## src/rtl/core/xcrc_pkg.sv

```systemverilog
`timescale 1ns / 1ps
`default_nettype none

package xcrc_pkg;

	// Packet geometry
	localparam int PAYLOAD_BYTES = 128;
	localparam int PACKET_BYTES  = PAYLOAD_BYTES + 5;
	localparam int IDX_W         = $clog2(PACKET_BYTES + 1);

	localparam logic [IDX_W-1:0] IDX_HEADER = IDX_W'(0);
	localparam logic [IDX_W-1:0] IDX_NUMBER = IDX_W'(1);
	localparam logic [IDX_W-1:0] IDX_COMPL  = IDX_W'(2);
	localparam logic [IDX_W-1:0] IDX_PAY_LO = IDX_W'(3);
	localparam logic [IDX_W-1:0] IDX_CRC_HI = IDX_W'(PAYLOAD_BYTES + 3);
	localparam logic [IDX_W-1:0] IDX_LAST   = IDX_W'(PACKET_BYTES - 1);

	// Line characters
	localparam logic [7:0] CH_SOH = 8'h01;
	localparam logic [7:0] CH_EOT = 8'h04;
	localparam logic [7:0] CH_ACK = 8'h06;
	localparam logic [7:0] CH_NAK = 8'h15;
	localparam logic [7:0] CH_C   = 8'h43;

	localparam logic [15:0] CRC_POLY = 16'h1021;

	// Input actions
	localparam logic [1:0] ACT_START = 2'd0;
	localparam logic [1:0] ACT_BYTE  = 2'd1;
	localparam logic [1:0] ACT_TICK  = 2'd2;

	// Configuration register indexes
	localparam logic [1:0] REG_TIMEOUT     = 2'd0;
	localparam logic [1:0] REG_PKT_RETRIES = 2'd1;
	localparam logic [1:0] REG_START_RETRY = 2'd2;

	localparam logic [15:0] TIMEOUT_RST     = 16'd1000;
	localparam logic [7:0]  PKT_RETRIES_RST = 8'd4;
	localparam logic [7:0]  START_RETRY_RST = 8'd1;

	typedef enum logic [1:0] {
		PH_IDLE = 2'd0,
		PH_RECV = 2'd1,
		PH_EOTW = 2'd2
	} phase_t;

	typedef enum logic [3:0] {
		EV_NONE      = 4'd0,
		EV_ACCEPTED  = 4'd1,
		EV_DUPLICATE = 4'd2,
		EV_NOTHING   = 4'd3,
		EV_TIMEOUT   = 4'd4,
		EV_HEADER    = 4'd5,
		EV_NUMBER    = 4'd6,
		EV_CRC       = 4'd7,
		EV_EOT       = 4'd8,
		EV_DONE      = 4'd9,
		EV_FAILED    = 4'd10
	} ev_t;

	// CRC-16, MSB first, one byte
	function automatic logic [15:0] crc16_byte(input logic [15:0] crc_in,
	                                           input logic [7:0] b);
		logic [15:0] c;
		c = crc_in ^ {b, 8'h00};
		for (int k = 0; k < 8; k++) begin
			c = c[15] ? ({c[14:0], 1'b0} ^ CRC_POLY) : {c[14:0], 1'b0};
		end
		return c;
	endfunction

endpackage

`default_nettype wire

```

## src/rtl/core/xmodem_crc_receiver.sv

```systemverilog
`timescale 1ns / 1ps
`default_nettype none
// XMODEM-CRC receiver, 128-byte blocks.
// Input channel (item_valid / item_stall): one word per event, action 0 start,
// 1 received serial byte (rx_byte), 2 timer tick; action 3 is ignored.
// Result channel (res_valid / res_stall): exactly one word per input word,
// carrying the response byte to send ('C', ACK or NAK), a tentative payload
// byte, the event code and the busy flag. Payload bytes stand until the
// packet's verdict: keep them only when that packet ends with "accepted".
// Configuration (cfg_valid / cfg_ready): timeout, packet retries and start
// retries; write only while no word is in flight.
// A word accepted into the input register is judged by the state logic as it
// advances; its result is registered and shown on the result port until taken.
// Throughput: one word per cycle while res_stall does not hold a full result
// register, set by the combinational byte CRC update and packet checks
// against the state registers.
// Reset clears the transfer (idle, expected block 1) and loads the register
// defaults: 1000 ticks, 4 packet retries, 1 start retry.
// When res_stall holds a full result register, the input register keeps its
// word and item_stall rises; nothing is dropped.
module xmodem_crc_receiver
	import xcrc_pkg::*;
(
	input  wire logic       clk,
	input  wire logic       arst_n,
	// input words
	input  wire logic       item_valid,
	output logic            item_stall,
	input  wire logic [1:0] action,
	input  wire logic [7:0] rx_byte,
	// result words
	output logic            res_valid,
	input  wire logic       res_stall,
	output logic            tx_valid,
	output logic [7:0]      tx_byte,
	output logic            data_valid,
	output logic [7:0]      data_byte,
	output logic [3:0]      event_res,
	output logic            busy_res,
	// configuration
	input  wire logic       cfg_valid,
	output logic            cfg_ready,
	input  wire logic [1:0] cfg_index,
	input  wire logic [15:0] cfg_data
);

	// ---------------------------------------------------------------
	// Configuration registers
	// ---------------------------------------------------------------
	logic [15:0] timeout_q;
	logic [7:0]  pkt_retries_q;
	logic [7:0]  start_retries_q;

	// ---------------------------------------------------------------
	// Input register
	// ---------------------------------------------------------------
	logic       valid_s1;
	logic [1:0] action_s1;
	logic [7:0] byte_s1;
	logic       advance;
	logic       item_acc;

	// ---------------------------------------------------------------
	// Transfer state
	// ---------------------------------------------------------------
	phase_t            phase_q, n_phase;
	logic [IDX_W-1:0]  idx_q, n_idx;
	logic [15:0]       tick_q, n_tick;
	logic [7:0]        att_q, n_att;
	logic [7:0]        exp_q, n_exp;
	logic              fack_q, n_fack;
	logic [15:0]       crc_q, n_crc;
	logic [7:0]        header_q, n_header;
	logic [7:0]        num_q, n_num;
	logic [7:0]        cpl_q, n_cpl;
	logic [7:0]        crc_hi_q, n_crc_hi;

	// result register
	logic       res_valid_q;
	logic       txv_q, n_txv;
	logic [7:0] tx_q, n_tx;
	logic       dv_q, n_dv;
	logic [7:0] db_q, n_db;
	ev_t        ev_q, n_ev;

	// decisions
	logic             is_start, byte_recv, eot_hit, byte_fin, tick_in, tick_to;
	logic             fin, na, na_fail, eot_fail, eotw_to;
	logic [15:0]      tick_sat;
	logic [IDX_W-1:0] idx_inc;
	ev_t              judge_code, fin_code;
	logic [7:0]       att_fin, att_na, eot_att;
	logic             fack_na;

	// handshakes: the input register frees whenever the result register can take
	assign advance    = valid_s1 && (!res_valid_q || !res_stall);
	assign item_stall = valid_s1 && !advance;
	assign item_acc   = item_valid && !item_stall;
	assign cfg_ready  = !valid_s1;

	always_ff @(posedge clk or negedge arst_n) begin
		if (!arst_n) begin
			timeout_q       <= TIMEOUT_RST;
			pkt_retries_q   <= PKT_RETRIES_RST;
			start_retries_q <= START_RETRY_RST;
		end else if (cfg_valid && cfg_ready) begin
			unique case (cfg_index)
				REG_TIMEOUT:     timeout_q       <= cfg_data;
				REG_PKT_RETRIES: pkt_retries_q   <= cfg_data[7:0];
				REG_START_RETRY: start_retries_q <= cfg_data[7:0];
				default: ;
			endcase
		end
	end

	always_ff @(posedge clk or negedge arst_n) begin
		if (!arst_n) begin
			valid_s1 <= 1'b0;
		end else if (item_acc) begin
			valid_s1 <= 1'b1;
		end else if (advance) begin
			valid_s1 <= 1'b0;
		end
	end

	always_ff @(posedge clk) begin
		if (item_acc) begin
			action_s1 <= action;
			byte_s1   <= rx_byte;
		end
	end

	// ---------------------------------------------------------------
	// Decisions for the word in the input register
	// ---------------------------------------------------------------
	always_comb begin
		is_start  = (action_s1 == ACT_START);
		byte_recv = (action_s1 == ACT_BYTE) && (phase_q == PH_RECV);
		eot_hit   = (action_s1 == ACT_BYTE) && (byte_s1 == CH_EOT) &&
		            ((phase_q == PH_RECV && idx_q == IDX_HEADER) || phase_q == PH_EOTW);
		idx_inc   = idx_q + IDX_W'(1);
		byte_fin  = byte_recv && !eot_hit && (idx_q == IDX_LAST);
		tick_in   = (action_s1 == ACT_TICK) && (phase_q != PH_IDLE);
		tick_sat  = (tick_q == 16'hFFFF) ? tick_q : tick_q + 16'd1;
		tick_to   = tick_in && (tick_sat >= timeout_q);
		eotw_to   = tick_to && (phase_q == PH_EOTW);

		// packet checks, in order: header, complement, duplicate, sequence, CRC
		if (header_q != CH_SOH) begin
			judge_code = EV_HEADER;
		end else if ((num_q ^ cpl_q) != 8'hFF) begin
			judge_code = EV_NUMBER;
		end else if (fack_q && num_q == exp_q - 8'd1) begin
			judge_code = EV_DUPLICATE;
		end else if (num_q != exp_q) begin
			judge_code = EV_NUMBER;
		end else if (crc_hi_q != crc_q[15:8] || byte_s1 != crc_q[7:0]) begin
			judge_code = EV_CRC;
		end else begin
			judge_code = EV_ACCEPTED;
		end

		fin = byte_fin || (tick_to && phase_q == PH_RECV);
		if (byte_fin) begin
			fin_code = judge_code;
		end else if (idx_q == IDX_HEADER) begin
			fin_code = EV_NOTHING;
		end else if (header_q != CH_SOH) begin
			fin_code = EV_HEADER;
		end else begin
			fin_code = EV_TIMEOUT;
		end

		att_fin  = (fin && fin_code == EV_ACCEPTED) ? pkt_retries_q : att_q;
		na       = is_start || fin;
		att_na   = is_start ? start_retries_q : att_fin;
		fack_na  = is_start ? 1'b0 : (fack_q || (fin && fin_code == EV_ACCEPTED));
		na_fail  = na && (att_na == 8'd0);
		eot_att  = att_q - 8'd1;
		eot_fail = eot_hit && (eot_att == 8'd0);
	end

	// ---------------------------------------------------------------
	// Next phase
	// ---------------------------------------------------------------
	always_comb begin
		n_phase = phase_q;
		if (na) begin
			n_phase = na_fail ? PH_IDLE : PH_RECV;
		end else if (eot_hit) begin
			n_phase = eot_fail ? PH_IDLE : PH_EOTW;
		end else if (eotw_to) begin
			n_phase = PH_IDLE;
		end
	end

	// ---------------------------------------------------------------
	// Datapath and result word
	// ---------------------------------------------------------------
	always_comb begin
		n_idx    = idx_q;
		n_tick   = tick_q;
		n_att    = att_q;
		n_exp    = exp_q;
		n_fack   = fack_q;
		n_crc    = crc_q;
		n_header = header_q;
		n_num    = num_q;
		n_cpl    = cpl_q;
		n_crc_hi = crc_hi_q;
		n_txv    = 1'b0;
		n_tx     = 8'h00;
		n_dv     = 1'b0;
		n_db     = 8'h00;
		n_ev     = EV_NONE;

		// byte collection
		if (byte_recv && !eot_hit) begin
			if (idx_q == IDX_HEADER) begin
				n_tick   = 16'd0;
				n_header = byte_s1;
			end else if (idx_q == IDX_NUMBER) begin
				n_num = byte_s1;
			end else if (idx_q == IDX_COMPL) begin
				n_cpl = byte_s1;
			end else if (idx_q >= IDX_PAY_LO && idx_q < IDX_CRC_HI) begin
				n_crc = crc16_byte(crc_q, byte_s1);
				n_dv  = 1'b1;
				n_db  = byte_s1;
			end else if (idx_q == IDX_CRC_HI) begin
				n_crc_hi = byte_s1;
			end
			n_idx = idx_inc;
		end

		if (tick_in) begin
			n_tick = tick_sat;
		end

		// end of file: ACK each EOT until the count runs out
		if (eot_hit) begin
			n_att = eot_att;
			if (eot_fail) begin
				n_ev = EV_FAILED;
			end else begin
				n_txv  = 1'b1;
				n_tx   = CH_ACK;
				n_tick = 16'd0;
				n_ev   = EV_EOT;
			end
		end

		if (eotw_to) begin
			n_ev = EV_DONE;
		end

		// packet verdict
		if (fin) begin
			n_ev = fin_code;
			if (fin_code == EV_ACCEPTED) begin
				n_txv = 1'b1;
				n_tx  = CH_ACK;
				n_exp = exp_q + 8'd1;
			end else if (fin_code == EV_DUPLICATE) begin
				n_txv = 1'b1;
				n_tx  = CH_ACK;
			end else if (fack_q) begin
				n_txv = 1'b1;
				n_tx  = CH_NAK;
			end
		end

		if (is_start) begin
			n_exp = 8'd1;
		end

		// next attempt, or give up
		if (na) begin
			n_fack = fack_na;
			if (na_fail) begin
				n_att = att_na;
				n_ev  = EV_FAILED;
			end else begin
				n_att  = att_na - 8'd1;
				n_idx  = IDX_HEADER;
				n_tick = 16'd0;
				n_crc  = 16'd0;
				if (!fack_na) begin
					n_txv = 1'b1;
					n_tx  = CH_C;
				end
			end
		end
	end

	always_ff @(posedge clk or negedge arst_n) begin
		if (!arst_n) begin
			phase_q  <= PH_IDLE;
			idx_q    <= '0;
			tick_q   <= '0;
			att_q    <= '0;
			exp_q    <= 8'd1;
			fack_q   <= 1'b0;
			crc_q    <= '0;
			header_q <= '0;
			num_q    <= '0;
			cpl_q    <= '0;
			crc_hi_q <= '0;
		end else if (advance) begin
			phase_q  <= n_phase;
			idx_q    <= n_idx;
			tick_q   <= n_tick;
			att_q    <= n_att;
			exp_q    <= n_exp;
			fack_q   <= n_fack;
			crc_q    <= n_crc;
			header_q <= n_header;
			num_q    <= n_num;
			cpl_q    <= n_cpl;
			crc_hi_q <= n_crc_hi;
		end
	end

	always_ff @(posedge clk or negedge arst_n) begin
		if (!arst_n) begin
			res_valid_q <= 1'b0;
		end else if (advance) begin
			res_valid_q <= 1'b1;
		end else if (!res_stall) begin
			res_valid_q <= 1'b0;
		end
	end

	logic busy_q;

	always_ff @(posedge clk) begin
		if (advance) begin
			txv_q  <= n_txv;
			tx_q   <= n_tx;
			dv_q   <= n_dv;
			db_q   <= n_db;
			ev_q   <= n_ev;
			busy_q <= (n_phase != PH_IDLE);
		end
	end

	assign res_valid  = res_valid_q;
	assign tx_valid   = txv_q;
	assign tx_byte    = tx_q;
	assign data_valid = dv_q;
	assign data_byte  = db_q;
	assign event_res  = ev_q;
	assign busy_res   = busy_q;

endmodule

`default_nettype wire
```

## config.mk

```make
export PLATFORM = sky130hd
export DESIGN_NAME = xmodem_crc_receiver
export DESIGN_NICKNAME = d
export VERILOG_FILES = /design/src/rtl/core/xcrc_pkg.sv /design/src/rtl/core/xmodem_crc_receiver.sv
export SDC_FILE = /design/constraint.sdc
export NUM_CORES = 1
export LEC_CHECK = 0
export BUFFER_PORTS_ARGS = -buffer_cell sky130_fd_sc_hd__buf_2
export CORE_MARGIN = 2
export CORE_UTILIZATION = 25
export CTS_CLUSTER_DIAMETER = 50
export DETAILED_ROUTE_END_ITERATION = 16
export PLACE_DENSITY = 0.52
export SKIP_LAST_GASP = 1
export SLEW_MARGIN = 20
export SYNTH_ARGS = -nofsm -noshare
export SYNTH_HDL_FRONTEND = slang
export SYNTH_SLANG_ARGS = --single-unit
```

## constraint.sdc

```tcl
create_clock -name clk -period 5.9 [get_ports clk]
set_clock_uncertainty 0.05 [all_clocks]
set_input_delay 1.18 -clock clk [delete_from_list [all_inputs] [get_ports clk]]
set_output_delay 1.18 -clock clk [all_outputs]
set_load 0.01 [all_outputs]
```

==> out/qor.yml <==
drive_gt1_share_pct: 19.02
cp_common_cell: "o21ai_0"
initial_utilization_pct: 25.19
synth_cells: 851
vias_per_cell: 4.700
ios: 59
cts_hold_buffers: 0
crit_buf_inv: 1
synth_warnings: 0
synth_edf_count: 30
syn_area_per_cell_um2: 10.15
grt_max_degree: 53
rsz0062_at_grt: "false"
cts_tree: "yes"
grt_pass1_wl_um: 36340
die_w_um: 189.9
grt_usage_pct: 13.05
syn_area_um2: 8638
cts_sinks: 155
synthDistinctLibCells: 72
r2r-start: "tick_q[0]"
cts-root-buf: "clkbuf_16"
drtIter0Drc: 467
nets: 961
fin_crit_sh_pct: 91.10
cts_resized: 0
slowest_delay_ns: 0.61
maxCapViolations: 0
antennaDiodeCount: 0
holdPathEnd: "start_retries_q[2]"
vias: 6439
hold_viol: 0
required_ns: 6.18
regToRegSetupSlack_ns: 0.53
htree_levels: 4
crit_path_max_fanout: 9
power_leakage_uw: 0.004431
endpoint_kind: "register"
hold_path_class: "register to register"
ys.flop_type: "dfrtp_1"
die_h_um: 189.9
post_cts.repair.setup_buffers: 0
yosysSeqAreaShare_pct: 46.77
timing.fmax_ghz: 0.1861
cp_top_family: "compound AO/OA/AOI/OAI gates"
drtPass1Iterations: 5
wl_per_cell_um: 16.46
post-route-util_pct: 29.07
status: "completed"
dp_cells: 1338
clk_pin_slew_worst_paths_ns: 0.07
power_density_nw_per_um2: 313.5
crit_type: "register to register"
startpoint: "tick_q[0]"
slew_headroom_pct: 29.55
syn_to_final_growth_pct: 15.38
reg2reg_to: "phase_q[0]"
stdcell_count: 1370
slew_violations: 0
wirelength_um: 22550
ys_ff_latch: 155
rows: 68
first_global_vias: 6414
cp.arrival_ns: 5.66
worst_pin_slew_ns: 1.049
synthArstFlopShare_pct: 80.65
dieArea_um2: 36060
hold_ws_ns: 0.4596
drc: 0
power.total_uw: 3125
hold_start: "start_retries_q[2]"
critPathLaunchType: "register"
core_area_um2: 34290
finalSetupTns_ns: 0
cts_max_path_buffers: 2
numCtsBuffers: 17
antenna_found_initial: 0
hold-path-cell-count: 1
period_minus_slack_ns: 5.375
hpwlAfterDp_um: 16280
critPathSlowestCell: "o21ai_0"
setup_viol: 0
gr-total-overflow: 0
path_cells: "ha_1 -> nand3_1 -> nor3_1 -> buf_4 -> and4_1 -> and2_1 -> nor2_1 -> nand3_1 -> xnor2_1 -> ha_1 -> a211o_1 -> a21oi_1 -> o21ai_0 -> a2111oi_0 -> o21ai_0 -> a31o_2 -> o21ai_0 -> nor2_1 -> a21o_1"
io_buffer_count: 55
r2r_cells: 19
gp_congestion: 0.8269
ir_drop_v: 0.0002118
antenna_left: 0
clk_latency_ns: 0.44
-- report_power, final --
part           total, µW  internal (µW)  switching, µW  leakage [µW]
sequential          1420           1270            149       0.00191
combinational        674            302            372       0.00226
clock               1030            556            478      0.000258
-- per-layer routing --
layer	wire length (µm)	vias up	track usage, %
li1	-	3138	-
met1	10840	3120	18.02
met2	10260	144	20.30
met3	927	37	2.564
met4	518	0	4.621
met5	0	-	0
-- logic make-up after synthesis --
kind of cell             synth area share [%]
AND/OR/NAND/NOR                         16.43
AO/OA/AOI/OAI                           12.82
flip-flops                              46.77
XOR/XNOR                                9.024
buffers and inverters                   4.186
multiplexers                            6.967
adder cells (fa/ha/maj)                 3.766
other                                 0.04341
-- cell usage in the layout (no fill, tap or decap), drive strengths merged, types with 4 or more instances in the layout --
cell type	n
nor3	17
clkbuf	21
a21oi	26
nor2b	4
and2	15
o22ai	4
a22o	11
xnor2	35
mux2	49
mux2i	5
nand3	26
a31oi	11
and3	8
inv	50
o21a	5
a211o	6
nand2b	4
o31ai	9
buf	71
nor2	66
edfxtp	30
nor4	18
clkinv	5
dfstp	9
nand2	70
and4	4
xor2	54
o211ai	6
o21ai	51
a21o	5
nand4	25
ha	26
or4	4
dfrtp	116
-- through the flow --
| step | cell area (µm²) | setup WS, ns |
|---|---|---|
| after global routing | 9967 | 0.03173 |
| after global placement | 9429 | 0.7238 |
| after floorplan | 8646 | 1.179 |
| after detailed placement | 9429 | 0.5990 |
| final | 9967 | 0.5254 |
| after CTS | 9967 | 0.5274 |
-- worst max path at each step --
stage / end / slack [ns] / depth (start not counted)
2_1_floorplan: crc_q[10] / 1.18 / 20
3_3_place_gp: phase_q[0] / 0.72 / 19
3_5_place_dp: phase_q[0] / 0.60 / 19
4_1_cts: phase_q[0] / 0.53 / 19
5_1_grt: phase_q[0] / 0.03 / 19
6_report: phase_q[0] / 0.53 / 19
-- synth_stat cells (all sizes together), types with 3 or more instances --
| cell | instances | share of area, % |
|---|---|---|
| o21a | 5 | 0.43 |
| xnor2 | 35 | 3.5 |
| nor2 | 66 | 3.1 |
| o21ai | 51 | 3.0 |
| and3 | 8 | 0.58 |
| xor2 | 54 | 5.5 |
| o31ai | 9 | 0.90 |
| inv | 46 | 2.0 |
| mux2i | 5 | 0.58 |
| a211o | 6 | 0.61 |
| a22oi | 3 | 0.32 |
| dfstp | 9 | 2.7 |
| o211a | 3 | 0.35 |
| mux2 | 49 | 6.4 |
| o22ai | 4 | 0.36 |
| a22o | 11 | 1.1 |
| nand2 | 70 | 3.0 |
| nand4 | 25 | 1.8 |
| nand3 | 26 | 1.5 |
| nand2b | 4 | 0.29 |
| dfrtp | 116 | 34 |
| nor2b | 4 | 0.29 |
| ha | 26 | 3.8 |
| a21oi | 26 | 1.5 |
| nand3b | 3 | 0.26 |
| nor3 | 17 | 0.98 |
| nor4 | 18 | 1.3 |
| a21o | 5 | 0.43 |
| a31oi | 11 | 0.87 |
| or4 | 4 | 0.35 |
| edfxtp | 30 | 10 |
| buf | 11 | 0.88 |
| and4 | 4 | 0.41 |
| o211ai | 6 | 0.58 |
| clkbuf | 30 | 1.3 |
| nor4b | 3 | 0.38 |
| a31o | 3 | 0.30 |
| and2 | 15 | 1.1 |
-- state kept, by name, indices dropped and copies added, names as in the netlist, 2 cells and up --
register,count
crc_q,16
idx_q,8
timeout_q,16
tick_q,16
byte_s1,8
start_retries_q,8
event_res,4
att_q,8
data_byte,8
phase_q,2
pkt_retries_q,8
cpl_q,8
tx_byte,5
exp_q,8
action_s1,2
crc_hi_q,8
header_q,8
num_q,8
-- layout make-up --
class | instances | area [µm²]
clock buffer | 21 | 450.4
clock inverter | 11 | 87.58
fill | 3595 | 24320
inverter | 46 | 172.7
multi-input combinational | 611 | 4249
sequential | 155 | 4040
tap | 455 | 569.3
timing repair buffer | 71 | 397.9
Note: power is estimated with default switching activity, not from simulation.
